--- config.mk ---
export PLATFORM = sky130hd
export DESIGN_NAME = rpo_cordic
export DESIGN_NICKNAME = d
export VERILOG_FILES = /design/src/rtl/core/rpo_pkg.sv /design/src/rtl/core/rpo_cordic.sv
export SDC_FILE = /design/constraint.sdc
export NUM_CORES = 2
export LEC_CHECK = 0
export ABC_CLOCK_PERIOD_IN_PS = 14100
export BUFFER_PORTS_ARGS = -buffer_cell sky130_fd_sc_hd__buf_2
export CORE_MARGIN = 4
export CORE_UTILIZATION = 41
export DETAILED_ROUTE_END_ITERATION = 12
export SLEW_MARGIN = 20
export SYNTH_ARGS = -nofsm -noshare
export SYNTH_HDL_FRONTEND = slang
export SYNTH_SLANG_ARGS = --single-unit
--- constraint.sdc ---
create_clock -name clk -period 14.1 [get_ports clk]
set_input_delay 0.705 -clock clk [delete_from_list [all_inputs] [get_ports clk]]
set_output_delay 0.705 -clock clk [all_outputs]
set_load 0.02 [all_outputs]
--- src/rtl/core/rpo_pkg.sv ---
package rpo_pkg;

	// Sine and cosine in Q15, with headroom for the CORDIC growth.
	localparam int CS_W = 18;
	// CORDIC angle accumulator, 2^20 units per turn.
	localparam int ANG_W = 22;
	// Corner coordinates in Q9, relative to the first centre.
	localparam int CRD_W = 36;
	// Centre offset of the second rectangle in Q9.
	localparam int CTR_W = 34;

	localparam int CORDIC_STEPS = 16;
	localparam int STEPS_PER_STAGE = 4;
	localparam int CORDIC_STAGES = CORDIC_STEPS / STEPS_PER_STAGE;

	localparam int QUARTER_TURN = 16384;
	localparam int HALF_TURN = 32768;

	localparam logic [2:0] SEP_NONE    = 3'd0;
	localparam logic [2:0] SEP_QUICK   = 3'd1;
	localparam logic [2:0] SEP_A_RIGHT = 3'd2;
	localparam logic [2:0] SEP_A_UP    = 3'd3;
	localparam logic [2:0] SEP_B_RIGHT = 3'd4;
	localparam logic [2:0] SEP_B_UP    = 3'd5;

	typedef logic signed [CS_W-1:0]  cs_t;
	typedef logic signed [ANG_W-1:0] ang_t;
	typedef logic signed [CRD_W-1:0] crd_t;

	typedef struct packed {
		logic signed [31:0] first_pos_x;
		logic signed [31:0] first_pos_y;
		logic [15:0]        first_length;
		logic [15:0]        first_width;
		logic [15:0]        first_front_offset;
		logic signed [15:0] first_heading;
		logic signed [31:0] second_pos_x;
		logic signed [31:0] second_pos_y;
		logic [15:0]        second_length;
		logic [15:0]        second_width;
		logic [15:0]        second_front_offset;
		logic signed [15:0] second_heading;
	} item_t;

	typedef struct packed {
		logic       overlap;
		logic [2:0] separated_by;
	} result_t;

	// Corners in the order upper-left, upper-right, lower-right, lower-left.
	typedef struct packed {
		crd_t ulx;
		crd_t uly;
		crd_t urx;
		crd_t ury;
		crd_t lrx;
		crd_t lry;
		crd_t llx;
		crd_t lly;
	} rect_t;

	localparam cs_t CORDIC_GAIN = 18'sd19898;

	function automatic ang_t atan_at(input logic [3:0] idx);
		ang_t r;
		case (idx)
			4'd0:    r = 22'sd131072;
			4'd1:    r = 22'sd77376;
			4'd2:    r = 22'sd40884;
			4'd3:    r = 22'sd20753;
			4'd4:    r = 22'sd10417;
			4'd5:    r = 22'sd5213;
			4'd6:    r = 22'sd2607;
			4'd7:    r = 22'sd1304;
			4'd8:    r = 22'sd652;
			4'd9:    r = 22'sd326;
			4'd10:   r = 22'sd163;
			4'd11:   r = 22'sd81;
			4'd12:   r = 22'sd41;
			4'd13:   r = 22'sd20;
			4'd14:   r = 22'sd10;
			4'd15:   r = 22'sd5;
			default: r = 22'sd0;
		endcase
		return r;
	endfunction

endpackage

--- src/rtl/core/rpo_cordic.sv ---
module rpo_cordic (
	input  logic          clk,
	input  logic          en,
	input  rpo_pkg::ang_t z0,
	input  logic          neg0,
	output rpo_pkg::cs_t  cosv,
	output rpo_pkg::cs_t  sinv
);
	import rpo_pkg::*;

	cs_t  x_s   [CORDIC_STAGES];
	cs_t  y_s   [CORDIC_STAGES];
	ang_t z_s   [CORDIC_STAGES];
	logic neg_s [CORDIC_STAGES];

	cs_t  xi [CORDIC_STAGES];
	cs_t  yi [CORDIC_STAGES];
	ang_t zi [CORDIC_STAGES];
	logic ni [CORDIC_STAGES];

	for (genvar g = 0; g < CORDIC_STAGES; g++) begin : g_stage
		cs_t  xo;
		cs_t  yo;
		ang_t zo;

		if (g == 0) begin : g_first
			assign xi[g] = CORDIC_GAIN;
			assign yi[g] = '0;
			assign zi[g] = z0;
			assign ni[g] = neg0;
		end else begin : g_next
			assign xi[g] = x_s[g-1];
			assign yi[g] = y_s[g-1];
			assign zi[g] = z_s[g-1];
			assign ni[g] = neg_s[g-1];
		end

		// Four micro-rotations per register stage.
		always_comb begin
			cs_t        xv;
			cs_t        yv;
			cs_t        xn;
			ang_t       zv;
			logic [3:0] idx;
			xv = xi[g];
			yv = yi[g];
			zv = zi[g];
			for (int k = 0; k < STEPS_PER_STAGE; k++) begin
				idx = 4'(g * STEPS_PER_STAGE + k);
				if (zv >= 0) begin
					xn = xv - (yv >>> idx);
					yv = yv + (xv >>> idx);
					zv = zv - atan_at(idx);
				end else begin
					xn = xv + (yv >>> idx);
					yv = yv - (xv >>> idx);
					zv = zv + atan_at(idx);
				end
				xv = xn;
			end
			xo = xv;
			yo = yv;
			zo = zv;
		end

		always_ff @(posedge clk) begin
			if (en) begin
				x_s[g]   <= xo;
				y_s[g]   <= yo;
				z_s[g]   <= zo;
				neg_s[g] <= ni[g];
			end
		end
	end

	assign cosv = neg_s[CORDIC_STAGES-1] ? -x_s[CORDIC_STAGES-1] : x_s[CORDIC_STAGES-1];
	assign sinv = neg_s[CORDIC_STAGES-1] ? -y_s[CORDIC_STAGES-1] : y_s[CORDIC_STAGES-1];

endmodule

# Word-level counts from Yosys, hierarchy flattened
# Memory sizes are Yosys's and may differ from the RTL's.
# Cells that the tools add are included.
[op_classes] multipliers=0 n_eq_ne=0 reduce_logical=0 n_div=0 n_lt_le_gt_ge=16 muxes=83 add_sub_neg=94 shifts=0 bitwise=0
[ops] cell="22-bit two-way mux" n=48
[ops] cell="18-bit two-way mux" n=33
[ops] cell="22-bit adder" n=16
[ops] cell="22-bit by 1-bit greater-or-equal comparator with 1-bit output (second input constant)" n=16
[ops] cell="22-bit subtractor" n=16
[ops] cell="18-bit by 10-bit adder with 18-bit output" n=2
[ops] cell="18-bit by 11-bit adder with 18-bit output" n=2
[ops] cell="18-bit by 12-bit adder with 18-bit output" n=2
[ops] cell="18-bit by 13-bit adder with 18-bit output" n=2
[ops] cell="18-bit by 14-bit adder with 18-bit output" n=2
[ops] cell="18-bit by 15-bit adder with 18-bit output" n=2
[ops] cell="18-bit by 16-bit adder with 18-bit output" n=2
[ops] cell="18-bit by 3-bit adder with 18-bit output" n=2
[ops] cell="18-bit by 4-bit adder with 18-bit output" n=2
[ops] cell="18-bit by 5-bit adder with 18-bit output" n=2
[ops] cell="18-bit by 6-bit adder with 18-bit output" n=2
[ops] cell="18-bit by 7-bit adder with 18-bit output" n=2
[ops] cell="18-bit by 8-bit adder with 18-bit output" n=2
[ops] cell="18-bit by 9-bit adder with 18-bit output" n=2
[ops] cell="18-bit negator" n=2
[ops] cell="18-bit by 10-bit subtractor with 18-bit output" n=2
[ops] cell="18-bit by 11-bit subtractor with 18-bit output" n=2
[ops] cell="18-bit by 12-bit subtractor with 18-bit output" n=2
[ops] cell="18-bit by 13-bit subtractor with 18-bit output" n=2
[ops] cell="other kinds (15)" n=26
[totals] elab_cells=197 out_inout_bits=36 n_memories=4 mem_bits_ro=0 in_bits=25 latchBits=0 register_bits=0 ramBits=236
[mem_list] memory="z_s" depth=4 width=22 read_ports=3 rd_ports_with_merged_regs=0 wr=4 line_no="rpo_cordic.sv:13" rtl="ang_t z_s [CORDIC_STAGES];"
[mem_list] memory="x_s" depth=4 width=18 read_ports=4 rd_ports_with_merged_regs=0 wr=4 line_no="rpo_cordic.sv:11" rtl="cs_t x_s [CORDIC_STAGES];"
[mem_list] memory="y_s" depth=4 width=18 read_ports=4 rd_ports_with_merged_regs=0 wr=4 line_no="rpo_cordic.sv:12" rtl="cs_t y_s [CORDIC_STAGES];"
[mem_list] memory="neg_s" depth=4 width=1 read_ports=4 rd_ports_with_merged_regs=0 wr=4 line_no="rpo_cordic.sv:14" rtl="logic neg_s [CORDIC_STAGES];"

# Longest topological paths before layout
# An unclocked memory read counts as a cell.
[logic_depth] depth_word=17 ltp_mapped=75 mapped_depth_nobuf=73

# Worst setup path after synthesis
# Ideal clock, no wire load.
[synth_timing] path_kind="reg2reg" start="memory z_s[2][21] in the netlist's numbering" end="memory x_s[3][16] in the netlist's numbering, data pin" slack_ns=0.168 required_ns=13.842 arrival_time_ns=13.674 path_buffers=3 synth_period_minus_slack_ns=13.932 stages_incl_launch_ff=71 setup_time_ns=0.258 path_cell_list="edfxtp_1 inv_1 ha_1 nor4b_1 nand4_1 o21ai_2 inv_2 clkbuf_1 clkbuf_1 ha_1 o21ai_0 a31oi_1 o41ai_1 nor4_1 o221a_2 a311oi_1 xor2_1 clkbuf_1 (+35 left out) ha_1 inv_1 a21oi_1 ha_1 a21o_1 a21oi_1 o21ai_0 a21oi_1 o21ai_0 a21oi_1 o21bai_1 a21oi_1 o21bai_1 a21oi_1 o21ai_0 a21o_1 a21oi_1 xnor2_1"
[synth_rtl] item="start, declared" line_no="rpo_cordic.sv:13"
[synth_rtl] item="end, declared" line_no="rpo_cordic.sv:11"

==> impl_metrics.env <==
export IMPL_outcome="completed"
export IMPL_drv_max_cap_violation_count=0
export IMPL_fin_nets=6540
export IMPL_synth_simple_gate_area_share=0.153
export IMPL_maximum_count_of_clock_buffers_along_a_single_path=3
export IMPL_path_delay_family="compound AO/OA/AOI/OAI gates"
export IMPL_cts_root_buffer_cell="clkbuf_16"
export IMPL_cpMaxStageDelayCell="fa_1"
export IMPL_layout_core_utilization=0.446
export IMPL_ys_top_cells_by_count="ha_1, a21oi_1, xnor2_1, nor2_1, inv_1"
export IMPL_detail_route_antenna_nets=0
export IMPL_grt_max_degree=95
export IMPL_h_tree_lvl_count=1
export IMPL_max_freq_ghz=0.0755
export IMPL_io_pins=61
export IMPL_avgRoutedWirePerCell_um=15.9
export IMPL_die_width_um=339
export IMPL_fillCellCount=10900
export IMPL_grt_util_all_layers=0.189
export IMPL_antenna_cells=0
export IMPL_pre_cts_slack_ns=-0.00959
export IMPL_critPathLaunchType="flip-flop"
export IMPL_rd_place_congestion=0.874
export IMPL_synthTopCellsByArea="ha_1, edfxtp_1, xnor2_1"
export IMPL_cts_buffers=27
export IMPL_final_area_sq_um=48500
export IMPL_finalCriticalPeriod_ns=13.24
export IMPL_endpoint_kind="flip-flop"
export IMPL_postSynthNetCount=6438
export IMPL_via_count=39100
export IMPL_wl_um=113000
export IMPL_finalCritPeriodShare=0.939
export IMPL_post_synth_xor_area_fraction=0.158
export IMPL_grt_remaining_overflow=0
export IMPL_fp_dieArea_sq_um=115000
export IMPL_timing_worst_setup_path_type="reg -> reg"
export IMPL_buffer_ports_inserted=60
export IMPL_worst_skew_pair_late_latency_ns=0.60
export IMPL_fin_tns_setup_ns=0
export IMPL_synth_seq_cells=214
export IMPL_worst_slew_margin_rel=0.241
export IMPL_floorplan_initialDensity=0.412
export IMPL_rsz0062_at_grt="yes"
export IMPL_routed_via_density=5.50
export IMPL_synth_cell_types=117
export IMPL_critPathBufInv=8
export IMPL_path_max_fanout=19
export IMPL_synth_compound_area_share=0.253
export IMPL_synth_cells=5575
export IMPL_worst_setup_hold_path_clk_slew_ns=0.06
export IMPL_tritoncts="yes"
export IMPL_timing_critical_path_required_ns=14.42
export IMPL_synthMuxAreaShare=0.00943
export IMPL_dp_hpwl_um=95800
export IMPL_postSynth_topFlopCell="edfxtp_1"
export IMPL_synthMostInstantiatedCell="ha_1"
export IMPL_final_max_slew_violation_count=0
export IMPL_worstMarginPinSlew_ns=1.12
export IMPL_drive_above_1_share=0.0642
export IMPL_syn_cell_area_sq_um=44800
export IMPL_critical_path_top_cell_by_count="a21oi_1"
export IMPL_final_setup_viol_count=0
export IMPL_first_drt_pass_iteration_count=5
export IMPL_synth_top_cell_area_share=0.223
export IMPL_synth_avg_cell_area_sq_um=8.04
export IMPL_coreArea_sq_um=109000
export IMPL_fp_row_count=121
export IMPL_placed_inst_area_sq_um=47200
export IMPL_post_route_drc_count=0
export IMPL_drt_initial_drc_count=1746
export IMPL_finalHoldViolations=0
export IMPL_sequential_fraction_of_the_synthesis_area=0.143
export IMPL_grt_first_pass_wirelength_um=185000
export IMPL_cts_sink_count=214
export IMPL_synthAdderAreaFrac=0.241
export IMPL_timing_critical_path_arrival_ns=13.56
export IMPL_synth_top_family_by_area="compound AO/OA/AOI/OAI gates"
export IMPL_number_of_flops_mapped_to_enable_cells_by_yosys=214
export IMPL_async_flop_share=0
export IMPL_grt_pass1_vias=37100
export IMPL_critical_path_max_stage_delay_ns=0.48
export IMPL_synthDominantAreaCellType="ha_1"
export IMPL_fin_worst_skew_ns=0.0347
export IMPL_setup_ws_ns=0.864
export IMPL_hold_path_class="in -> reg"
export IMPL_synthesis_yosys_warnings=0
export IMPL_areaGrowthSynthToFinish_pct=8.24
export IMPL_floorplan_die_height_um=339
export IMPL_antenna_violations_before_repair=0
final timing paths:
kind	to	slack [ns]	cells past startpoint	startpoint
max	y_s[3][17]	0.86	62	z_s[2][21]
min	neg_s[0]	0.31	1	neg0
max reg2reg	y_s[3][17]	0.86	62	z_s[2][21]
min reg2reg	neg_s[2]	0.42	0	neg_s[1]
worst reg2reg max path: cells and delay by family (launching register included):
family,cells,cell delay (ns)
buf+inv,8,1.22
flops,1,0.46
xor+xnor,6,1.24
compound gates,32,6.00
simple gates,7,1.63
fa+ha+maj,7,1.96
mux,2,0.48
metrics by stage:
step           cells  hold slack, ns
2_1_floorplan   5575           0.400
3_3_place_gp    7044           0.402
3_5_place_dp    7044           0.405
4_1_cts         7095           0.274
5_1_grt         7112           0.284
6_report        7112           0.314
metal layers:
metal | routed length, um | GRT usage
met5 | 0 | 0
met4 | 2190 | 0.0340
met3 | 2310 | 0.0114
met2 | 57000 | 0.358
met1 | 51600 | 0.237
cell type report:
type	count	area (sq um)	area share
Multi-Input combinational cell	4859	36900	0.760
Sequential cell	214	6430	0.132
Inverter	432	1630	0.0335
Timing Repair Buffer	143	957	0.0197
Tap cell	1414	1770	0.0365
Clock inverter	21	206	0.00425
Clock buffer	29	683	0.0141
layout by cell type, fill, tap and decap left out, drive strengths merged, types with 11 or more instances in the layout:
| cell | count |
|---|---|
| a2111oi | 12 |
| a211o | 14 |
| a211oi | 42 |
| a21boi | 56 |
| a21o | 199 |
| a21oi | 567 |
| a221oi | 12 |
| a31o | 15 |
| a31oi | 49 |
| and2 | 22 |
| and3 | 38 |
| buf | 143 |
| clkbuf | 29 |
| clkinv | 11 |
| edfxtp | 214 |
| fa | 39 |
| ha | 799 |
| inv | 437 |
| mux2i | 29 |
| nand2 | 315 |
| nand2b | 71 |
| nand3 | 109 |
| nand4 | 26 |
| nor2 | 502 |
| nor2b | 75 |
| nor3 | 111 |
| nor4 | 32 |
| o2111ai | 11 |
| o211ai | 28 |
| o21a | 95 |
| o21ai | 347 |
| o21bai | 131 |
| o31a | 16 |
| o31ai | 53 |
| o41ai | 23 |
| or2 | 28 |
| or3 | 47 |
| or4 | 14 |
| xnor2 | 554 |
| xor2 | 227 |
repair_timing:
item                       CTS  global route
pin swaps                    1            14
resized for setup            4            70
setup endpoints to repair    3            33
hold buffers                 0             0
setup buffers                1            17
logic make-up (layout without fill, tap and decap cells):
group                    Yosys count  count (layout)
adder cells (fa/ha/maj)          840             840
XOR/XNOR                         783             783
buffers and inverters            502             625
AND/OR/NAND/NOR                 1433            1433
flip-flops                       214             214
multiplexers                      39              39
AO/OA/AOI/OAI                   1764            1764
state kept, by name (all words and copies together) (netlist names):
name,flops
y_s,72
neg_s,4
z_s,66
x_s,72
Power is left out: the tool's default activity adds up to more than one toggle a clock period on the data nets, which glitch-free logic cannot reach.
